`src/design/mie_pkg.sv`:
```
// shared width constants and controller/datapath interface types for the modular inverse block
package mie_pkg;

    localparam int WIDTH    = 32;
    localparam int CNT_W    = $clog2(WIDTH);
    localparam int TDATA_W  = ((2 * WIDTH + 7) / 8) * 8;

    typedef logic [WIDTH-1:0] word_t;

    typedef struct packed {
        logic load;      // take a new beat into the remainder/coefficient registers
        logic div_init;  // set up a serial division of ra by rb
        logic div_step;  // one quotient bit
        logic update;    // advance the remainder and coefficient pairs
        logic capture;   // load the output register
    } mie_cmd_t;

    typedef struct packed {
        logic rb_zero;   // second remainder is zero, euclid is done
        logic cnt_last;  // final quotient bit this cycle
    } mie_status_t;

endpackage

```
`src/design/mie_datapath.sv`:
```
// datapath: remainder and coefficient registers, serial divider with fused quotient multiply
module mie_datapath (
    input  logic                  aclk,
    input  mie_pkg::mie_cmd_t     cmd,
    input  mie_pkg::word_t        modulus,
    input  mie_pkg::word_t        value,
    output mie_pkg::mie_status_t  status,
    output mie_pkg::word_t        gcd_result,
    output mie_pkg::word_t        inverse,
    output logic                  has_inverse
);
    import mie_pkg::*;

    localparam logic [CNT_W-1:0] CNT_LAST = CNT_W'(WIDTH - 1);

    word_t            m_reg, ra_reg, rb_reg, ma_reg, mb_reg;
    word_t            dvd_reg, acc_reg;
    logic [WIDTH:0]   rem_reg;
    logic             nega_reg;
    logic [CNT_W-1:0] cnt_reg;
    word_t            gcd_reg, inv_reg;
    logic             has_reg;

    logic [WIDTH:0]   rem_sh;
    logic             ge;
    logic [WIDTH:0]   rem_next;
    word_t            acc_next;
    word_t            red;
    word_t            inv_next;

    always_comb begin
        rem_sh   = {rem_reg[WIDTH-1:0], dvd_reg[WIDTH-1]};
        ge       = rem_sh >= {1'b0, rb_reg};
        rem_next = ge ? (rem_sh - {1'b0, rb_reg}) : rem_sh;
        // horner accumulation of q * mb as quotient bits arrive msb first
        acc_next = {acc_reg[WIDTH-2:0], 1'b0} + (ge ? mb_reg : '0);
        // ma never exceeds m, so the reduction is a single compare
        red      = (ma_reg == m_reg) ? '0 : ma_reg;
        if (m_reg == '0) begin
            inv_next = '0;
        end else if (nega_reg && red != '0) begin
            inv_next = m_reg - red;
        end else begin
            inv_next = red;
        end
    end

    always_ff @(posedge aclk) begin
        if (cmd.load) begin
            m_reg    <= modulus;
            ra_reg   <= modulus;
            rb_reg   <= value;
            ma_reg   <= '0;
            mb_reg   <= WIDTH'(1);
            nega_reg <= 1'b1;
        end else if (cmd.update) begin
            ra_reg   <= rb_reg;
            rb_reg   <= rem_reg[WIDTH-1:0];
            ma_reg   <= mb_reg;
            mb_reg   <= acc_reg + ma_reg;
            nega_reg <= ~nega_reg;
        end
        if (cmd.div_init) begin
            rem_reg <= '0;
            dvd_reg <= ra_reg;
            acc_reg <= '0;
            cnt_reg <= '0;
        end else if (cmd.div_step) begin
            rem_reg <= rem_next;
            dvd_reg <= {dvd_reg[WIDTH-2:0], 1'b0};
            acc_reg <= acc_next;
            cnt_reg <= cnt_reg + 1'b1;
        end
        if (cmd.capture) begin
            gcd_reg <= ra_reg;
            inv_reg <= inv_next;
            has_reg <= (m_reg != '0) && (ra_reg == WIDTH'(1));
        end
    end

    assign status.rb_zero  = (rb_reg == '0);
    assign status.cnt_last = (cnt_reg == CNT_LAST);
    assign gcd_result      = gcd_reg;
    assign inverse         = inv_reg;
    assign has_inverse     = has_reg;

endmodule

```
`src/design/mie_ctrl.sv`:
```
// controller: sequences euclid rounds and owns the input and output handshakes
module mie_ctrl (
    input  logic                  aclk,
    input  logic                  aresetn,
    input  logic                  s_tvalid,
    output logic                  s_tready,
    output logic                  m_tvalid,
    input  logic                  m_tready,
    input  mie_pkg::mie_status_t  status,
    output mie_pkg::mie_cmd_t     cmd
);
    import mie_pkg::*;

    localparam logic [2:0] ST_IDLE   = 3'd0;
    localparam logic [2:0] ST_CHECK  = 3'd1;
    localparam logic [2:0] ST_DIV    = 3'd2;
    localparam logic [2:0] ST_UPDATE = 3'd3;
    localparam logic [2:0] ST_FINISH = 3'd4;

    logic [2:0] state_reg, state_next;
    logic       valid_reg, valid_next;
    logic       out_free;

    assign out_free = !valid_reg || m_tready;

    always_comb begin
        state_next = state_reg;
        cmd        = '0;
        case (state_reg)
            ST_IDLE: begin
                if (s_tvalid) begin
                    cmd.load   = 1'b1;
                    state_next = ST_CHECK;
                end
            end
            ST_CHECK: begin
                if (status.rb_zero) begin
                    state_next = ST_FINISH;
                end else begin
                    cmd.div_init = 1'b1;
                    state_next   = ST_DIV;
                end
            end
            ST_DIV: begin
                cmd.div_step = 1'b1;
                if (status.cnt_last) begin
                    state_next = ST_UPDATE;
                end
            end
            ST_UPDATE: begin
                cmd.update = 1'b1;
                state_next = ST_CHECK;
            end
            ST_FINISH: begin
                if (out_free) begin
                    cmd.capture = 1'b1;
                    state_next  = ST_IDLE;
                end
            end
            default: begin
                state_next = ST_IDLE;
            end
        endcase
    end

    always_comb begin
        if (cmd.capture) begin
            valid_next = 1'b1;
        end else if (m_tready) begin
            valid_next = 1'b0;
        end else begin
            valid_next = valid_reg;
        end
    end

    always_ff @(posedge aclk) begin
        if (!aresetn) begin
            state_reg <= ST_IDLE;
            valid_reg <= 1'b0;
        end else begin
            state_reg <= state_next;
            valid_reg <= valid_next;
        end
    end

    assign s_tready = (state_reg == ST_IDLE);
    assign m_tvalid = valid_reg;

    // a waiting result is never overwritten
    a_capture_free: assert property (@(posedge aclk) disable iff (!aresetn)
        cmd.capture |-> (!valid_reg || m_tready))
        else $error("result overwritten before it was taken");

    a_capture_valid: assert property (@(posedge aclk) disable iff (!aresetn)
        cmd.capture |=> m_tvalid)
        else $error("captured result not presented");

    a_accept_check: assert property (@(posedge aclk) disable iff (!aresetn)
        (s_tvalid && s_tready) |=> (state_reg == ST_CHECK))
        else $error("accepted beat did not start a round check");

    a_update_after_div: assert property (@(posedge aclk) disable iff (!aresetn)
        (state_reg == ST_UPDATE) |-> ($past(state_reg) == ST_DIV && $past(status.cnt_last)))
        else $error("update without a finished division");

endmodule

```
`src/design/modular_inverse_euclid.sv`:
```
// top level: modular inverse by the extended euclidean algorithm
//
// s_tdata carries one operand pair per beat: modulus in the low WIDTH bits,
// value above it. m_tdata returns gcd_result (low) and inverse (above it),
// with has_inverse on m_tuser. inverse is the coefficient of value reduced
// into 0 to modulus-1; it is the inverse when has_inverse is set.
//
// one item at a time: s_tready is high only while the block is idle. each
// euclid round is a check state, the bit-serial restoring divider, which
// also accumulates quotient times coefficient, and an update state. at 32
// bits the worst case is about 46 rounds, and a zero value goes straight
// from the check state to the finish state.
//
// results sit in an output register, so the next beat is accepted while a
// result waits; if the receiver stalls, the following item finishes its
// rounds and then holds until the register is taken.
// aresetn is synchronous, active low, and clears the controller and the
// output valid; no clearing pass is needed.
module modular_inverse_euclid (
    input  logic                          aclk,
    input  logic                          aresetn,
    input  logic                          s_tvalid,
    output logic                          s_tready,
    input  logic [mie_pkg::TDATA_W-1:0]   s_tdata,   // modulus, value
    output logic                          m_tvalid,
    input  logic                          m_tready,
    output logic [mie_pkg::TDATA_W-1:0]   m_tdata,   // gcd_result, inverse
    output logic                          m_tuser    // has_inverse
);
    import mie_pkg::*;

    mie_cmd_t    cmd;
    mie_status_t status;
    word_t       gcd_result, inverse;
    logic        has_inverse;

    mie_ctrl u_ctrl (
        .aclk     (aclk),
        .aresetn  (aresetn),
        .s_tvalid (s_tvalid),
        .s_tready (s_tready),
        .m_tvalid (m_tvalid),
        .m_tready (m_tready),
        .status   (status),
        .cmd      (cmd)
    );

    mie_datapath u_datapath (
        .aclk        (aclk),
        .cmd         (cmd),
        .modulus     (s_tdata[WIDTH-1:0]),
        .value       (s_tdata[2*WIDTH-1:WIDTH]),
        .status      (status),
        .gcd_result  (gcd_result),
        .inverse     (inverse),
        .has_inverse (has_inverse)
    );

    assign m_tdata = TDATA_W'({inverse, gcd_result});
    assign m_tuser = has_inverse;

endmodule

```
`config.mk`:
```
export PLATFORM = sky130hd
export DESIGN_NAME = modular_inverse_euclid
export DESIGN_NICKNAME = d
export VERILOG_FILES = /design/src/design/mie_pkg.sv /design/src/design/mie_datapath.sv /design/src/design/mie_ctrl.sv /design/src/design/modular_inverse_euclid.sv
export SDC_FILE = /design/constraint.sdc
export NUM_CORES = 1
export LEC_CHECK = 0
export BUFFER_PORTS_ARGS = -buffer_cell sky130_fd_sc_hd__buf_4
export CAP_MARGIN = 15
export CORE_UTILIZATION = 60
export DETAILED_ROUTE_END_ITERATION = 8
export GPL_TIMING_DRIVEN = 0
export MAX_ROUTING_LAYER = met4
export PLACE_DENSITY = 0.9
export SETUP_SLACK_MARGIN = 0.02
export SYNTH_ARGS = -nofsm -noshare
export SYNTH_HDL_FRONTEND = slang
export SYNTH_SLANG_ARGS = --single-unit
```
`constraint.sdc`:
```
create_clock -name aclk -period 6.45 [get_ports aclk]
set_input_delay 0.9675 -clock aclk [delete_from_list [all_inputs] [get_ports aclk]]
set_output_delay 0.9675 -clock aclk [all_outputs]
set_load 0.03 [all_outputs]
```
==> results.ini <==
[sta]
layout_setup_ws_ns = 0.248
worst_pin_slew_ns = 1.00
final.setup.tns_ns = 0
fin_crit_ns = 6.20
period_share_pct = 96.1
relSlewSlack_pct = 33.1
fin_skew_ns = 0.0299
finalSetupViolCount = 0
rsz0062_at_grt = no
hold_viol_final = 0
fmax_ghz = 0.161
slew_violations = 0

[logic_synthesis]
yosysWarnings = 0
syn_nets = 2403
synth_top_flop_cell = edfxtp_1
synth.cell_area_um2 = 19700
synthArstFlopShare_pct = 0
avgSynthCellArea_um2 = 8.92
synth_edf_count = 193
synth_cell_types = 83
ys_seq_elements = 331
synth_seq_area_share_pct = 43.5
postSynthCellCount = 2205

[global_routing]
grt_pass1_wl_um = 97300
gr-total-overflow = 0
antenna_found_initial = 3
grt_pass1_vias = 17200
grt_util_all_layers_pct = 39.6
grt_max_degree = 37

[run_status]
outcome = finished clean

[pwr]
finalPower_mw = 6.42
powerDensity_nw_per_um2 = 286
peakVddDrop_v = 0.000242
p_leak_nw = 9.18

[hold_path]
whs_path_depth = 2
hold_path_end = u_datapath.ma_reg[23]
hp-class = reg -> reg
min_from = u_datapath.mb_reg[23]

[clock_tree]
clockBufferDepth = 3
cts-root-buf = clkbuf_16
ctsResizeCount = 0
htreeDepth = 2
post_cts_buffers = 0
clk_latency_ns = 0.55
numCtsBuffers = 36
cts_sinks = 331
cts_tree = yes
ctsHoldBuffers = 0
cts.clk_slew.worst_paths_ns = 0.06

[setup_path]
start_kind = flop
worstPathMaxFanout = 10
reg2reg_setup_slack_ns = 0.25
worstSetupPathType = reg -> reg
arrival_ns = 6.63
cp-end-kind = flop
worst_ep_required_time_ns = 6.88
rr_worst_depth = 23
rr_endpoint = u_datapath.acc_reg[31]
r2r-start = u_datapath.rb_reg[1]

[finish]
syn_to_final_growth_pct = 14.3
instances_no_fill = 2846
post_route_cells_drive_above_1_share_pct = 9.80
fin_area_um2 = 22500
layout.nets = 2579
fill_cells = 2440

[drt]
vias_per_cell = 6.48
dr_wl_met2_um = 28800
drtIter0Drc = 2689
first_pass_iters = 6
top_layer_used = met4
avgRoutedWirePerCell_um = 22.8
drc = 0
met1_length_um = 24900
wl_met3_um = 8560
routed_wl_um = 65000
ant_nets = 0
vias = 18500

[die]
dieArea_um2 = 33500
die_y_um = 183
start_util_pct = 61.7
fp-row-count = 65
fp.dieW_um = 183
ios = 135
core_um2 = 31900

[run]
cap_violations = 0

[place]
place.gp.congestion = 1.01
dp_slack_ns = 0.342
dp_cells = 2778
portBuffers = 134
dpl-instance-area_um2 = 21300
dpl.hpwl_um = 49400

==> where the power goes <==
group          switching (mW)  internal, mW  total, mW
registers               0.191          2.46       2.65
clock network           0.916          1.17       2.09
logic                    1.07         0.611       1.68
==> cells by family (layout without fill, tap and decap cells) <==
family,Yosys count,in the layout,share of synthesized area (%)
compound gates,554,554,18.1
xor+xnor,130,130,5.86
fa+ha+maj,130,130,8.42
buf+inv,167,370,3.29
flops,331,331,43.5
mux,8,8,0.420
other cells,0,3,0
simple gates,885,885,20.4
==> placed cells by master (no fill, tap or decap), types with 57 or more instances in the layout <==
cell	synthesis	layout
a21o_1	57	57
a21oi_1	146	146
buf_4	2	136
clkbuf_1	77	82
dfxtp_1	138	138
edfxtp_1	193	193
ha_1	126	126
inv_1	75	74
nand2_1	452	452
nand3_1	113	113
nor2_1	99	99
o21ai_0	157	156
xnor2_1	82	82
==> cells in the mapped netlist (4+ instances only) <==
library cell	n	share of area, %
or3_1	9	0.29
nor2_1	99	1.9
and2_1	39	1.2
a21oi_1	146	3.7
nand3_1	113	2.9
and3_1	15	0.48
xnor2_1	82	3.7
a311oi_1	13	0.58
a2111o_1	4	0.23
o21ai_0	157	4.0
o21a_1	17	0.65
clkbuf_1	77	1.5
o211ai_1	13	0.50
o31ai_1	12	0.46
a21o_1	57	2.2
buf_1	8	0.15
o21ai_1	12	0.31
a31oi_1	20	0.64
edfxtp_1	193	29
a22o_1	9	0.40
dfxtp_1	138	14
nor3_1	26	0.66
ha_1	126	8.0
nor2b_1	18	0.57
mux2i_1	6	0.31
or2_2	4	0.13
nor4_1	38	1.2
o21bai_1	9	0.34
a21boi_0	5	0.19
inv_1	75	1.4
a211oi_1	18	0.69
a211oi_2	4	0.25
a21oi_2	5	0.22
fa_1	4	0.41
nand2_1	452	8.6
nand4_1	31	0.99
xor2_1	47	2.1
nand2b_1	23	0.73
nor3b_1	4	0.15
==> area by class of cell <==
type	instances	area, um2	area share [%]
clock inverters	23	244	1.09
plain buffers	92	367	1.63
clock buffers	42	923	4.11
well taps	435	544	2.42
inverters	75	282	1.25
repair buffers	138	1090	4.86
flip-flops and latches	331	8560	38.1
multi-input cells	1707	10500	46.5
diodes	3	7.51	0.0334
==> critical path, cell delays in order (launching register included) <==
cell and delay, ns:
edfxtp_1 0.45, inv_1 0.14, ha_1 0.26, nor2b_1 0.15
o2111ai_1 0.31, a211oi_2 0.17, o21a_1 0.20, a31oi_1 0.35
a21o_1 0.31, nand2_1 0.10, buf_4 0.24, clkbuf_1 0.25
and2_1 0.24, ha_1 0.20, fa_1 0.43, a211oi_2 0.30
o21ai_1 0.21, a32oi_1 0.21, o21ai_1 0.16, a31oi_2 0.29
nor3_1 0.10, a2111oi_2 0.51, xnor3_1 0.29, a22o_1 0.18
==> metrics by stage <==
| stage | hold WS, ns | utilization, % |
|---|---|---|
| final | 0.461 | 70.5 |
| after global routing | 0.467 | 70.5 |
| after CTS | 0.453 | 70.5 |
| after detailed placement | 0.444 | 66.8 |
| after global placement | 0.435 | 66.6 |
| after floorplan | 0.422 | - |
==> worst max-delay path by stage <==
stage / slack, ns / endpoint / depth (start not counted) / from
final: 0.25 / u_datapath.acc_reg[31] / 23 / u_datapath.rb_reg[1]
after global routing: 0.03 / u_datapath.acc_reg[31] / 23 / u_datapath.rb_reg[18]
after CTS: 0.32 / u_datapath.acc_reg[31] / 23 / u_datapath.rb_reg[1]
after detailed placement: 0.34 / u_datapath.acc_reg[31] / 23 / u_datapath.rb_reg[1]
after global placement: 0.48 / u_datapath.acc_reg[31] / 23 / u_datapath.rb_reg[1]
after floorplan: 1.62 / u_datapath.acc_reg[31] / 23 / u_datapath.rb_reg[1]
==> layer usage <==
metal	track usage [%]	up-vias
li1	-	8322
met5	-	-
met3	7.94	207
met1	52.1	8609
met2	60.3	1312
met4	15.0	0
No activity file was read; power rests on OpenSTA's default activity.
